File: src/sv/tsm_pkg.sv
// tsm_pkg: shared types and constants of the sliding window trimmed mean unit
// no dependencies
package tsm_pkg;

  localparam int SAMPLE_W  = 17;
  localparam int WLEN_W    = 7;
  localparam int TRIM_W    = 5;
  localparam int CFG_IDX_W = 2;
  localparam int CFG_DATA_W = 7;
  localparam int WLEN_MIN  = 3;

  localparam logic [WLEN_W-1:0] WLEN_RESET = 7'd64;
  localparam logic [TRIM_W-1:0] TRIM_RESET = 5'd1;

  // register indexes of the configuration port
  localparam logic [CFG_IDX_W-1:0] REG_WINDOW_LENGTH = 2'd0;
  localparam logic [CFG_IDX_W-1:0] REG_TRIM_COUNT    = 2'd1;

  typedef logic [SAMPLE_W-1:0] sample_t;

  typedef enum logic [6:0] {
    S_IDLE  = 7'b0000001,
    S_LOADI = 7'b0000010,
    S_LATCH = 7'b0000100,
    S_SCAN  = 7'b0001000,
    S_ACC   = 7'b0010000,
    S_DIV   = 7'b0100000,
    S_FIN   = 7'b1000000
  } state_t;

endpackage

File: src/sv/tsm_in_if.sv
// tsm_in_if: input channel carrying one sample per item
// depends on tsm_pkg
interface tsm_in_if import tsm_pkg::*; ();
  logic    valid;
  logic    ready;
  sample_t sample;

  modport source (output valid, output sample, input ready);
  modport sink (input valid, input sample, output ready);
endinterface

File: src/sv/tsm_out_if.sv
// tsm_out_if: result channel carrying valid flag and trimmed mean
// depends on tsm_pkg
interface tsm_out_if import tsm_pkg::*; ();
  logic    valid;
  logic    ready;
  logic    valid_res;
  sample_t average;

  modport source (output valid, output valid_res, output average, input ready);
  modport sink (input valid, input valid_res, input average, output ready);
endinterface

File: src/sv/tsm_ram.sv
// tsm_ram: generic single write port, single read port ram with registered read
// no dependencies
module tsm_ram #(
  parameter int WIDTH = 17,
  parameter int DEPTH = 64
) (
  input  logic                     clk,
  input  logic                     we,
  input  logic [$clog2(DEPTH)-1:0] waddr,
  input  logic [WIDTH-1:0]         wdata,
  input  logic [$clog2(DEPTH)-1:0] raddr,
  output logic [WIDTH-1:0]         rdata
);

  logic [WIDTH-1:0] mem [DEPTH];

  // write port and registered read port
  always_ff @(posedge clk) begin
    if (we) begin
      mem[waddr] <= wdata;
    end
    rdata <= mem[raddr];
  end

endmodule

File: src/sv/tsm_div.sv
// tsm_div: restoring unsigned divider, one quotient bit per cycle
// no dependencies
module tsm_div #(
  parameter int NW = 24,
  parameter int DW = 7
) (
  input  logic          clk,
  input  logic          rst,
  input  logic          start,
  input  logic [NW-1:0] dividend,
  input  logic [DW-1:0] divisor,
  output logic          done,
  output logic [NW-1:0] quotient
);

  localparam int CNT_W = $clog2(NW + 1);

  logic [DW-1:0]    rem;
  logic [DW-1:0]    dsr;
  logic [CNT_W-1:0] cnt;
  logic             busy;
  logic [DW:0]      trial;
  logic             fits;

  assign trial = {rem, quotient[NW-1]};
  assign fits  = trial >= {1'b0, dsr};

  // shift and subtract loop
  always_ff @(posedge clk) begin
    if (rst) begin
      busy <= 1'b0;
      done <= 1'b0;
      cnt  <= '0;
    end else begin
      done <= 1'b0;
      if (start) begin
        busy <= 1'b1;
        cnt  <= CNT_W'(NW);
      end else if (busy) begin
        cnt <= cnt - 1'b1;
        if (cnt == CNT_W'(1)) begin
          busy <= 1'b0;
          done <= 1'b1;
        end
      end
    end
  end

  always_ff @(posedge clk) begin
    if (start) begin
      rem      <= '0;
      dsr      <= divisor;
      quotient <= dividend;
    end else if (busy) begin
      rem      <= fits ? DW'(trial - {1'b0, dsr}) : trial[DW-1:0];
      quotient <= {quotient[NW-2:0], fits};
    end
  end

endmodule

File: src/sv/sliding_window_trimmed_mean_unit.sv
// Sliding window trimmed mean: each sample item is written into a ring memory and
// answered by one result item. The window is the last window_length samples,
// clamped to WLEN_MIN..WINDOW_MAX; the trim_count smallest and largest, trim
// capped below half the window, are dropped, the rest averaged with truncation.
// For a valid result the run time is set by the rank scan: every window entry is
// compared against every other through the single read port of the ring, followed
// by a bit-serial divide. One item is processed at a time.
// depends on tsm_pkg, tsm_in_if, tsm_out_if, tsm_ram, tsm_div
module sliding_window_trimmed_mean_unit import tsm_pkg::*; #(
  parameter int WINDOW_MAX = 64
) (
  input  logic                  clk,
  input  logic                  rst,
  tsm_in_if.sink                samples,
  tsm_out_if.source             results,
  input  logic                  cfg_we,
  input  logic [CFG_IDX_W-1:0]  cfg_index,
  input  logic [CFG_DATA_W-1:0] cfg_data
);

  localparam int AW    = $clog2(WINDOW_MAX);
  localparam int CW    = $clog2(WINDOW_MAX + 1);
  localparam int SUM_W = SAMPLE_W + CW;
  localparam int XW    = AW + 2;

  state_t state;

  logic [WLEN_W-1:0] wlen;
  logic [TRIM_W-1:0] trim;
  logic [AW-1:0]     wp;
  logic [CW-1:0]     fill;
  logic [CW-1:0]     m_r;
  logic [CW-1:0]     t_r;
  logic [CW-1:0]     i_idx;
  logic [CW-1:0]     jr;
  logic [CW-1:0]     jp;
  logic [CW-1:0]     cnt;
  sample_t           vi;
  logic [SUM_W-1:0]  sum;
  logic              res_vld;
  sample_t           res_avg;

  logic [CW-1:0]     m_eff;
  logic [CW-1:0]     t_eff;
  logic [CW-1:0]     fill_inc;
  logic [AW-1:0]     wp_next;
  logic              accept;
  logic [CW-1:0]     rd_idx;
  logic [AW-1:0]     raddr;
  logic [XW-1:0]     addr_tmp;
  sample_t           rdata;
  logic              less;
  logic [CW-1:0]     cnt_upd;
  logic              kept;
  logic              div_start;
  logic              div_done;
  logic [SUM_W-1:0]  quotient;
  logic [CW-1:0]     keep;

  // configuration registers
  always_ff @(posedge clk) begin
    if (rst) begin
      wlen <= WLEN_RESET;
      trim <= TRIM_RESET;
    end else if (cfg_we) begin
      if (cfg_index == REG_WINDOW_LENGTH) begin
        wlen <= cfg_data[WLEN_W-1:0];
      end else if (cfg_index == REG_TRIM_COUNT) begin
        trim <= cfg_data[TRIM_W-1:0];
      end
    end
  end

  // effective window and trim
  always_comb begin
    int mi;
    int ti;
    mi = int'(wlen);
    if (mi < WLEN_MIN) mi = WLEN_MIN;
    if (mi > WINDOW_MAX) mi = WINDOW_MAX;
    ti = int'(trim);
    if (2 * ti >= mi) ti = (mi - 1) / 2;
    m_eff = CW'(mi);
    t_eff = CW'(ti);
  end

  assign accept   = samples.valid && samples.ready;
  assign samples.ready = (state == S_IDLE);
  assign fill_inc = (fill < CW'(WINDOW_MAX)) ? fill + 1'b1 : fill;
  assign wp_next  = (wp == AW'(WINDOW_MAX - 1)) ? '0 : wp + 1'b1;

  // window entry e sits at wp - 1 - e modulo the ring depth
  always_comb begin
    case (state)
      S_LOADI: rd_idx = i_idx;
      S_LATCH: rd_idx = '0;
      default: rd_idx = jr;
    endcase
    addr_tmp = XW'(wp) + XW'(WINDOW_MAX - 1) - XW'(rd_idx);
    if (addr_tmp >= XW'(WINDOW_MAX)) addr_tmp = addr_tmp - XW'(WINDOW_MAX);
    raddr = addr_tmp[AW-1:0];
  end

  tsm_ram #(.WIDTH(SAMPLE_W), .DEPTH(WINDOW_MAX)) u_ring (
    .clk   (clk),
    .we    (accept),
    .waddr (wp),
    .wdata (samples.sample),
    .raddr (raddr),
    .rdata (rdata)
  );

  // rank compare with index tie break
  assign less    = (rdata < vi) || ((rdata == vi) && (jp < i_idx));
  assign cnt_upd = cnt + CW'(less);
  assign keep    = m_r - (t_r << 1);
  assign kept    = (cnt >= t_r) && (cnt < m_r - t_r);
  assign div_start = (state == S_ACC) && (i_idx == m_r - 1'b1);

  tsm_div #(.NW(SUM_W), .DW(CW)) u_div (
    .clk      (clk),
    .rst      (rst),
    .start    (div_start),
    .dividend (kept ? sum + SUM_W'(vi) : sum),
    .divisor  (keep),
    .done     (div_done),
    .quotient (quotient)
  );

  // sequencer
  always_ff @(posedge clk) begin
    if (rst) begin
      state         <= S_IDLE;
      wp            <= '0;
      fill          <= '0;
      results.valid <= 1'b0;
    end else begin
      if (results.valid && results.ready && (state != S_FIN)) results.valid <= 1'b0;
      case (state)
        S_IDLE: begin
          if (accept) begin
            wp   <= wp_next;
            fill <= fill_inc;
            state <= (fill_inc < m_eff) ? S_FIN : S_LOADI;
          end
        end
        S_LOADI: state <= S_LATCH;
        S_LATCH: state <= S_SCAN;
        S_SCAN:  if (jr == m_r) state <= S_ACC;
        S_ACC:   state <= (i_idx == m_r - 1'b1) ? S_DIV : S_LOADI;
        S_DIV:   if (div_done) state <= S_FIN;
        S_FIN: begin
          if (!results.valid || results.ready) begin
            results.valid <= 1'b1;
            state <= S_IDLE;
          end
        end
        default: state <= S_IDLE;
      endcase
    end
  end

  // datapath registers
  always_ff @(posedge clk) begin
    case (state)
      S_IDLE: begin
        m_r     <= m_eff;
        t_r     <= t_eff;
        i_idx   <= '0;
        sum     <= '0;
        res_vld <= 1'b0;
        res_avg <= '0;
      end
      S_LATCH: begin
        vi  <= rdata;
        jr  <= CW'(1);
        jp  <= '0;
        cnt <= '0;
      end
      S_SCAN: begin
        cnt <= cnt_upd;
        jp  <= jr;
        if (jr != m_r) jr <= jr + 1'b1;
      end
      S_ACC: begin
        if (kept) sum <= sum + SUM_W'(vi);
        i_idx <= i_idx + 1'b1;
      end
      S_DIV: begin
        if (div_done) begin
          res_vld <= 1'b1;
          res_avg <= quotient[SAMPLE_W-1:0];
        end
      end
      S_FIN: begin
        if (!results.valid || results.ready) begin
          results.valid_res <= res_vld;
          results.average   <= res_avg;
        end
      end
      default: ;
    endcase
  end

  // checks
  a_no_back_to_back: assert property (@(posedge clk) disable iff (rst)
    accept |=> !samples.ready)
    else $error("item accepted while previous item in flight");

  a_fill_bound: assert property (@(posedge clk) disable iff (rst)
    fill <= CW'(WINDOW_MAX))
    else $error("fill count beyond ring depth");

  a_invalid_zero: assert property (@(posedge clk) disable iff (rst)
    (state == S_FIN) && !res_vld |-> res_avg == '0)
    else $error("not valid result carries nonzero average");

  a_keep_positive: assert property (@(posedge clk) disable iff (rst)
    div_start |-> keep != '0)
    else $error("divide by zero kept count");

endmodule

File: src/flat_wrapper.sv
// flat-port wrapper written by rule: the top's interface ports become plain ports
module sliding_window_trimmed_mean_unit_flat import tsm_pkg::*;
#(
  parameter int WINDOW_MAX = 64
)
  (clk, rst, cfg_we, cfg_index, cfg_data, samples_valid, samples_sample, samples_ready, results_valid, results_valid_res, results_average, results_ready);
  tsm_in_if samples_i ();
  tsm_out_if results_i ();
  input  logic clk;
  input  logic rst;
  input  logic cfg_we;
  input  logic [CFG_IDX_W-1:0] cfg_index;
  input  logic [CFG_DATA_W-1:0] cfg_data;
  input wire logic [$bits(samples_i.valid)-1:0] samples_valid;
  input wire logic [$bits(samples_i.sample)-1:0] samples_sample;
  output wire logic [$bits(samples_i.ready)-1:0] samples_ready;
  output wire logic [$bits(results_i.valid)-1:0] results_valid;
  output wire logic [$bits(results_i.valid_res)-1:0] results_valid_res;
  output wire logic [$bits(results_i.average)-1:0] results_average;
  input wire logic [$bits(results_i.ready)-1:0] results_ready;
  assign samples_i.valid = samples_valid;
  assign samples_i.sample = samples_sample;
  assign samples_ready = samples_i.ready;
  assign results_valid = results_i.valid;
  assign results_valid_res = results_i.valid_res;
  assign results_average = results_i.average;
  assign results_i.ready = results_ready;
  sliding_window_trimmed_mean_unit #(.WINDOW_MAX(WINDOW_MAX)) u_core (.clk(clk), .rst(rst), .samples(samples_i), .results(results_i), .cfg_we(cfg_we), .cfg_index(cfg_index), .cfg_data(cfg_data));
endmodule
File: config.mk
export PLATFORM = sky130hd
export DESIGN_NAME = sliding_window_trimmed_mean_unit_flat
export DESIGN_NICKNAME = d
export VERILOG_FILES = /design/src/sv/tsm_pkg.sv /design/src/sv/tsm_in_if.sv /design/src/sv/tsm_out_if.sv /design/src/sv/tsm_ram.sv /design/src/sv/tsm_div.sv /design/src/sv/sliding_window_trimmed_mean_unit.sv /design/src/flat_wrapper.sv
export SDC_FILE = /design/constraint.sdc
export NUM_CORES = 1
export LEC_CHECK = 0
export ABC_CLOCK_PERIOD_IN_PS = 3900
export BUFFER_PORTS_ARGS = -buffer_cell sky130_fd_sc_hd__buf_2
export CAP_MARGIN = 10
export CORE_MARGIN = 3
export CORE_UTILIZATION = 57
export CTS_BUF_LIST = sky130_fd_sc_hd__clkbuf_16
export DETAILED_ROUTE_END_ITERATION = 16
export PLACE_DENSITY = 0.73
export SYNTH_ARGS = -nofsm -noshare
export SYNTH_HDL_FRONTEND = slang
export SYNTH_SLANG_ARGS = --single-unit
File: constraint.sdc
create_clock -name clk -period 3.9 [get_ports clk]
set_input_delay 0.39 -clock clk [delete_from_list [all_inputs] [get_ports clk]]
set_output_delay 0.39 -clock clk [all_outputs]
set_load 0.005 [all_outputs]
==> impl_metrics.yaml <==
die:
  die_h_um: 312
  die_area_um2: 97300
  chipWidth_um: 312
  row_count: 111
  core-area_um2: 92200
  pin_count: 51
  initial_core_util: 0.579
timing:
  period_share: 1.07
  setup_viol: 17
  max_freq_ghz: 0.239
  tns_ns: -3.57
  layout_min_cycle_time_ns: 4.19
  rsz0062_at_grt: "yes"
  slew_violations: 0
  clock_skew_ns: 0.0320
  worst_slack_ns: -0.289
  max-slew-margin-rel: 0.153
  worstMarginPinSlew_ns: 1.27
  hold_violations: 0
setup_path:
  crit_buf_inv: 4
  rr_startpoint: "u_core.state[6]"
  worst-path-max-fanout: 7
  endpoint: "u_core.u_ring.rdata[2]"
  critPathRequiredTime_ns: 4.50
  crit_type: "flop to flop"
  startpoint: "u_core.state[6]"
  critical-path-max-stage-delay_ns: 0.81
  reg2reg_slack_ns: -0.29
  crit_family: "multiplexers"
  cp_cell_sequence: "nor4_4, and4bb_2, nor2_4, a22oi_2, ha_4, inv_1, fa_4, buf_12, buf_16, buf_16, mux4_2, mux4_2, mux2i_4, mux2i_1"
  cp_num_cells: 14
  rr_endpoint: "u_core.u_ring.rdata[2]"
  worstPathArrival_ns: 4.79
  setup.worst_path.end_class: "flop"
  worstSetupStartpointType: "flop"
  reg2reg_depth: 14
  crit_slowest_cell: "fa_4"
global_route:
  overflow: 0
  grt_usage: 0.264
  grt_max_degree: 65
  grt_first_pass_wirelength_um: 188000
  first_global_vias: 28400
  antenna_found_initial: 2
clock_network:
  clk_pin_slew_worst_paths_ns: 0.07
  cts_made_buffers: 133
  tritoncts: "done"
  clock_latency_ns: 0.75
  cts-root-buf: "clkbuf_16"
  cts_sinks: 1302
  htreeDepth: 4
  clockBufferDepth: 3
logic_synthesis:
  synthMuxAreaShare: 0.165
  synth-warning-count: 0
  syn_area_um2: 53400
  synth_top_family_by_area: "multiplexers"
  seq_area_frac_synth: 0.721
  synth_cells: 2712
  synthXorXnorAreaFrac: 0.0148
  avgSynthCellArea_um2: 19.7
  ys_ff_latch: 1302
  synthArstFlopShare: 0
  synthAdderAreaFrac: 0.0251
  synthSimpleGateAreaFrac: 0.0360
  synth_ff_type: "edfxtp_1"
  synth_compound_area_frac: 0.0231
  synth_cell_types: 79
  synth_edf_count: 1238
finish:
  n_antenna_cell: 0
  drive_above_1_share: 0.283
  layout_commonest_cell: "edfxtp_1"
  final_cell_mix: "edfxtp_1, mux4_2, buf_4"
  nets: 3154
  syn2layout_area_growth_pct: 15.9
outcome:
  outcome: "complete, but fails checks"
  violations: "negative setup slack"
power:
  p_comb_frac: 0.219
  p_int_w: 0.0267
  p_seq_frac: 0.442
  sw_frac_of_total: 0.265
  worst_ir_drop_vdd_mv: 0.444
  clkPwrFrac: 0.338
  p_per_area_nw_per_um2: 588
  p_sw_w: 0.00964
  p_leak_nw: 21.0
routing:
  drt_pass1_iterations: 6
  drcViolationCount: 0
  drt-initial-drc-count: 3296
  vias: 27900
  viasPerCell: 6.39
  antenna_left: 0
  drt_wl_total_um: 128000
  wl_per_cell_um: 29.4
job:
  maxCapViolCount: 0
placed_design:
  hpwl_um: 74200
  pre_cts_slack_ns: -0.714
  globalplace.congestion: 0.866
  portBuffers: 50
hold_path:
  hold_path_class: "input pin to flop"
through the flow:
| step | cell area, um2 | std cells | hold WS, ns | util | total power (W) |
|---|---|---|---|---|---|
| after floorplan | 53400 | 2713 | 0.400 | - | 0.0208 |
| after global placement | 56500 | 4063 | 0.408 | 0.613 | 0.0233 |
| after detailed placement | 56500 | 4063 | 0.407 | 0.613 | 0.0235 |
| after CTS | 61400 | 4333 | 0.119 | 0.666 | 0.0362 |
| after global routing | 61800 | 4365 | 0.0579 | 0.671 | 0.0377 |
| final | 61800 | 4365 | 0.0814 | 0.671 | 0.0364 |
per-layer routing:
layer / GRT usage / wire length (um) / vias up
met2: 0.430 / 63600 / 1484
li1: - / - / 11600
met3: 0.0575 / 11800 / 296
met1: 0.357 / 48200 / 14500
met5: 0 / 24 / -
met4: 0.0970 / 4720 / 4
cell families after synthesis:
kind of cell	after synthesis
adders and majority gates	104
AOI/OAI and AO/OA	191
xor gates and xnor gates	86
DFF	1302
buffers and inverters	203
and+or+nand+nor	377
muxes	448
other	1
area by class of cell:
cell class	instances	area, um2
clock inverters	104	895
inverters	86	324
clock buffers	134	3350
repair buffers	288	3010
multi-input cells	1208	14200
fillers	5829	30400
well taps	1243	1560
flip-flops and latches	1302	38500
worst min-delay path by stage:
| stage | startpoint | end | slack, ns | depth (start not counted) |
|---|---|---|---|---|
| after detailed placement | u_core.res_avg[12] | u_core.results.average[12] | 0.41 | 0 |
| after floorplan | u_core.res_avg[0] | u_core.results.average[0] | 0.40 | 0 |
| after CTS | cfg_index[1] | u_core.wlen[5] | 0.12 | 4 |
| final | samples_sample[16] | u_core.u_ring.mem[8][16] | 0.08 | 1 |
| after global routing | samples_sample[16] | u_core.u_ring.mem[8][16] | 0.06 | 1 |
| after global placement | u_core.res_avg[7] | u_core.results.average[7] | 0.41 | 0 |
sequential cells by signal (all words and copies together) (netlist names), 5 cells and up:
name / count
u_core.u_ring.mem: 1088
u_core.sum: 24
u_core.u_div.quotient: 24
u_core.res_avg: 17
u_core.results.average: 17
u_core.u_ring.rdata: 17
u_core.vi: 17
u_core.cnt: 7
u_core.fill: 7
u_core.i_idx: 7
u_core.jp: 7
u_core.jr: 7
u_core.m_r: 7
u_core.state: 7
u_core.t_r: 7
u_core.u_div.dsr: 7
u_core.u_div.rem: 7
u_core.wlen: 7
u_core.wp: 6
u_core.trim: 5
u_core.u_div.cnt: 5
cells in the mapped netlist, types with 4 or more instances:
library cell	instances	area, um2
edfxtp_1	1238	37200
mux4_2	340	7660
nor2_1	140	526
ha_1	99	1240
inv_1	82	308
mux2i_1	71	711
clkbuf_1	67	251
dfxtp_1	64	1280
a21oi_1	62	310
xnor2_1	54	473
and2_1	50	313
nand2_1	49	184
o21ai_0	35	175
mux2_2	34	383
xor2_1	30	263
buf_2	29	145
nand3_1	27	135
a21o_1	23	173
nor3_1	22	110
buf_1	16	60.1
nand2b_1	15	93.8
nor2b_1	14	87.6
nand4_1	10	62.6
or3_1	10	62.6
o211ai_1	9	67.6
o21a_1	8	60.1
o21bai_1	7	52.6
a31oi_1	6	37.5
a211oi_1	5	37.5
a22oi_1	5	37.5
fa_1	5	100
nand3b_1	5	37.5
and3_1	4	25.0
nand4b_1	4	35.0
nor4_1	4	25.0
o31ai_1	4	30.0
repair_timing:
item | CTS | global route
setup buffers | 17 | 18
cloned | 8 | 4
resized for setup | 41 | 8
endpoints found under the setup margin | 17 | 36
pin swaps | 5 | 3
endpoints found under the hold margin | 14 | 0
hold buffers | 9 | 0
power by group through the flow:
stage	registers (W)	logic, W	clock network, W
floorplan	0.0162	0.00460	0
global placement	0.0164	0.00690	0
detailed placement	0.0164	0.00708	0
CTS	0.0161	0.00765	0.0125
global route	0.0161	0.00846	0.0131
finish	0.0161	0.00798	0.0123
(Power assumes the default switching activity.)
